===== src/design/aes128_cipher_with_block_modes_unit_macros.svh =====
// assertion macros shared by the aes block-mode engine
`ifndef AES128_CIPHER_WITH_BLOCK_MODES_UNIT_MACROS_SVH
`define AES128_CIPHER_WITH_BLOCK_MODES_UNIT_MACROS_SVH

// antecedent implies consequent in the same cycle
`define AESBM_ASSERT_NOW(lbl, ante, cons, msg) \
  lbl: assert property (@(posedge clk) disable iff (!rst_n) (ante) |-> (cons)) else $error(msg);

// antecedent implies consequent in the next cycle
`define AESBM_ASSERT_NEXT(lbl, ante, cons, msg) \
  lbl: assert property (@(posedge clk) disable iff (!rst_n) (ante) |=> (cons)) else $error(msg);

`endif


===== src/design/aesbm_ram.sv =====
// generic single write port ram with registered read
`timescale 1ns / 1ps
module aesbm_ram #(
  parameter int WIDTH = 128,
  parameter int DEPTH = 11
) (
  input  logic                     clk,
  input  logic                     wr_en,
  input  logic [$clog2(DEPTH)-1:0] wr_addr,
  input  logic [WIDTH-1:0]         wr_data,
  input  logic [$clog2(DEPTH)-1:0] rd_addr,
  output logic [WIDTH-1:0]         rd_data
);

  logic [WIDTH-1:0] mem [DEPTH];

  // write and registered read
  always_ff @(posedge clk) begin
    if (wr_en) begin
      mem[wr_addr] <= wr_data;
    end
    rd_data <= mem[rd_addr];
  end

endmodule


===== config.mk =====
export PLATFORM = sky130hd
export DESIGN_NAME = aesbm_ram
export DESIGN_NICKNAME = d
export VERILOG_FILES = /design/src/design/aes128_cipher_with_block_modes_unit_macros.svh /design/src/design/aesbm_ram.sv
export SDC_FILE = /design/constraint.sdc
export NUM_CORES = 1
export LEC_CHECK = 0
export BUFFER_PORTS_ARGS = -buffer_cell sky130_fd_sc_hd__buf_4
export CORE_ASPECT_RATIO = 0.5
export CORE_MARGIN = 2
export CORE_UTILIZATION = 60
export CTS_CLUSTER_SIZE = 12
export DETAILED_ROUTE_END_ITERATION = 10
export PLACE_DENSITY_LB_ADDON = 0.05
export SYNTH_ARGS = -nofsm -noshare
export SYNTH_HDL_FRONTEND = slang
export SYNTH_SLANG_ARGS = --single-unit

===== constraint.sdc =====
create_clock -name clk -period 16.6 [get_ports clk]
set_clock_uncertainty 0.05 [all_clocks]
set_input_delay 1.66 -clock clk [delete_from_list [all_inputs] [get_ports clk]]
set_output_delay 1.66 -clock clk [all_outputs]
set_load 0.02 [all_outputs]

### Word level (Yosys, flattened, before mapping)

Memory sizes are Yosys's and may differ from the RTL's. A register that Yosys moved wholly into a read port is not among the register bits.
Index checks and enable logic that the tools add are counted.

| storage, ports and cells | value |
|---|---|
| RAM bits | 1,408 |
| input bits | 138 |
| logic and storage cells | 3 |
| output and inout bits | 128 |
| register bits after elaboration | 0 |
| memories kept | 1 |

Memories:

| memory | depth | bits a word | read ports | clocked after Yosys merged registers in | wr ports | RTL line | text |
|---|---|---|---|---|---|---|---|
| mem | 11 | 128 | 1 | 1 | 1 | aesbm_ram.sv:15 | `logic [WIDTH-1:0] mem [DEPTH];` |

| operators by class | value |
|---|---|
| multiplexer cells | 2 |

Operators by type and width:

| cell | number |
|---|---|
| $mux W1 | 2 |

### Depth between registers and ports, before layout

| logic depth | value |
|---|---|
| depth in word-level cells | 2 |
| mapped depth | 6 |
| mapped depth without buffers | 3 |

### Worst setup path after synthesis

No wires, ideal clock.

| path | value |
|---|---|
| path type | input to register |
| start point | input port wr_addr[3] |
| end point | memory mem[0][0] (enable) |
| arrival | 10.814 ns |
| stages on the path | 2 |
| data required time | 15.776 ns |
| path buffers | 0 |
| library setup time | 0.774 ns |
| setup slack | 4.962 ns |
| cell sequence | or3b_2 -> nor3_1 |

RTL lines:

| item | RTL line | text |
|---|---|---|
| start, declared | aesbm_ram.sv:9 | `input logic [$clog2(DEPTH)-1:0] wr_addr,` |
| end, declared | aesbm_ram.sv:15 |  |

Straight into the memory's write port.

==> flow_summary.ini <==
[worst_setup_path]
critical_path_class = primary input to flop
r2r_cells = 3
reg2reg_slack_ns = 15.40
worst_path_max_delay_cell = buf_4
end_kind = flop
crit_fanout = 151
crit_chain = buf_8, buf_12, buf_4, buf_4, mux2_2, o211ai_1, o31ai_1
reg2reg_to = rd_data[19]
cp_data_arrival_time_ns = 5.43
cpMostUsedCell = buf_4
required_ns = 17.15
critical_path.max_stage_delay_ns = 0.80
worstReg2RegStart = mem[6][19]
crit_path_start_kind = primary input

[timing]
setup-tns-final_ns = 0
period_minus_slack_ns = 4.88
setup_violations = 0
min_period_over_period = 0.294
slew_headroom = 0.234
grt_setup_unrepaired = no
fin_ws_ns = 11.72
maxSlewViolCount = 0
max_freq_mhz = 205
hold_violations = 0
worstMarginPinSlew_ns = 1.15
holdWs_ns = 0.511

[pwr]
power.leakage_nw = 21.8
power.density_mw_per_mm2 = 122
irDropWorstVdd_v = 0.0000714
power_mw = 7.90

[synthesis]
ys_types = 20
yosys-top-cells-area = edfxtp_1 74%, mux2_2 7.5%, dfxtp_1 4.5%
synth_cells = 3021
netlist_top_cells_count = 1408 x edfxtp_1, 384 x mux2_2, 256 x mux2i_1
synth_area_per_cell_um2 = 19.0
synth_seq_cells = 1536
seq_area_frac_synth = 0.780
synth.most_common_cell = edfxtp_1
yosysWarningCount = 0
synth-edff-count = 1408
yosys.area.top_type = edfxtp_1
netlist_area_mm2 = 0.0575
ys.flop_type = edfxtp_1
syn_nets = 3159
async_flop_share = 0
yosysTopAreaCellShare = 0.736

[placed_design]
placed_area_mm2 = 0.0606
gp_congestion = 0.716
dp_slack_ns = 10.99
io_buffers = 265
place_hpwl_um = 56300

[worst_hold_path]
hold_depth = 3
hp-start = mem[10][11]
whs_endpoint = rd_data[11]
hold_class = flop to flop

[grt]
grtUsageTotal = 0.250
antenna_found_initial = 10
grt_max_degree = 167
grt_pass1_wl_um = 182000
grt_pass1_vias = 28900
grt_overflow = 0

[finish]
final_cell_area_mm2 = 0.0650
nets = 3432
area_delta_synth_final_pct = 13.1
drive_above_1_share = 0.256

[floorplanning]
fp.coreArea_mm2 = 0.0951
std_cell_rows = 80
dieArea_mm2 = 0.0984
io-pin-count = 266
start_util = 0.604
die_y_um = 223
die_w_um = 442

[outcome]
status = completed

[clock_tree]
cts_sinks = 1536
ctsHoldBuffers = 0
postCtsResizedCells = 0
clockRootBuffer = clkbuf_16
cts_buffer_depth = 3
tritoncts = done
clkLatencyLatePin_ns = 0.75
postCtsSetupRepairBufs = 0
clkSlewWorstSetupHoldPaths_ns = 0.06
cts-htree-levels = 4
cts_inserted_buffers = 146

[drt]
viasPerCell = 6.10
drt_iter0_markers = 2432
wl_per_cell_um = 26.2
met2_wirelength_um = 61100
wl_met1_um = 53200
drt-total-wl_um = 123000
route.detailed.drc = 0
vias = 28600
route.met3.wl_um = 5650
top_layer_used = met5
dr.pass1.iters = 5
ant_nets = 0

[run]
drv_cap = 0
[cell usage in the layout, fill, tap and decap left out, types with 130 or more instances in the layout]
cell type  count
buf_4        297
nand2b_1     130
clkbuf_16    157
edfxtp_1    1408
mux2_2       384
mux2i_1      256
[logic make-up (layout without fill, tap and decap cells)]
family | Yosys count | in the layout | synth area share
mux | 640 | 640 | 0.120
buf+inv | 184 | 567 | 0.0171
flops | 1536 | 1536 | 0.780
other cells | 0 | 8 | 0
simple gates | 149 | 149 | 0.0158
compound gates | 512 | 512 | 0.0669
[metal layers]
layer | GRT usage | up-vias
met5 | 0 | -
met4 | 0.0799 | 4
met3 | 0.0399 | 181
met2 | 0.417 | 712
met1 | 0.341 | 14900
li1 | - | 12700
[final cells by class]
type	instances	area, um2
multi-input cells	1301	11700
flip-flops and latches	1536	44800
well taps	1271	1590
repair buffers	309	2450
fillers	6216	30100
clock buffers	255	4310
clock inverters	3	25.0
diodes	8	20.0
[state kept, by name, indices dropped and copies added, names as in the netlist]
register and cells:
mem 1408, rd_data 128
[worst max-delay path, delay by kind of cell]
kind / cells / cell delay [ns]
AOI/OAI and AO/OA: 2 / 0.29
buffers and inverters: 4 / 2.72
muxes: 1 / 0.41
[worst max-delay path by stage]
stage / startpoint / to / slack, ns
2_1_floorplan: wr_addr[3] / mem[0][0] / 4.96
3_3_place_gp: rd_addr[0] / rd_data[74] / 11.05
3_5_place_dp: rd_addr[0] / rd_data[64] / 10.99
4_1_cts: rd_addr[1] / rd_data[96] / 11.83
5_1_grt: rd_addr[0] / rd_data[84] / 11.50
6_report: rd_addr[0] / rd_data[74] / 11.72
[where the power goes]
group | internal [mW] | switching, mW
Combinational | 0.181 | 0.278
Sequential | 4.32 | 0.0295
Clock | 1.75 | 1.34
[per-stage QoR]
step,cells,utilization
finish,4683,0.683
global route,4682,0.683
CTS,4675,0.683
detailed placement,4417,0.638
global placement,4417,0.638
floorplan,3021,-
(Power assumes the default switching activity.)
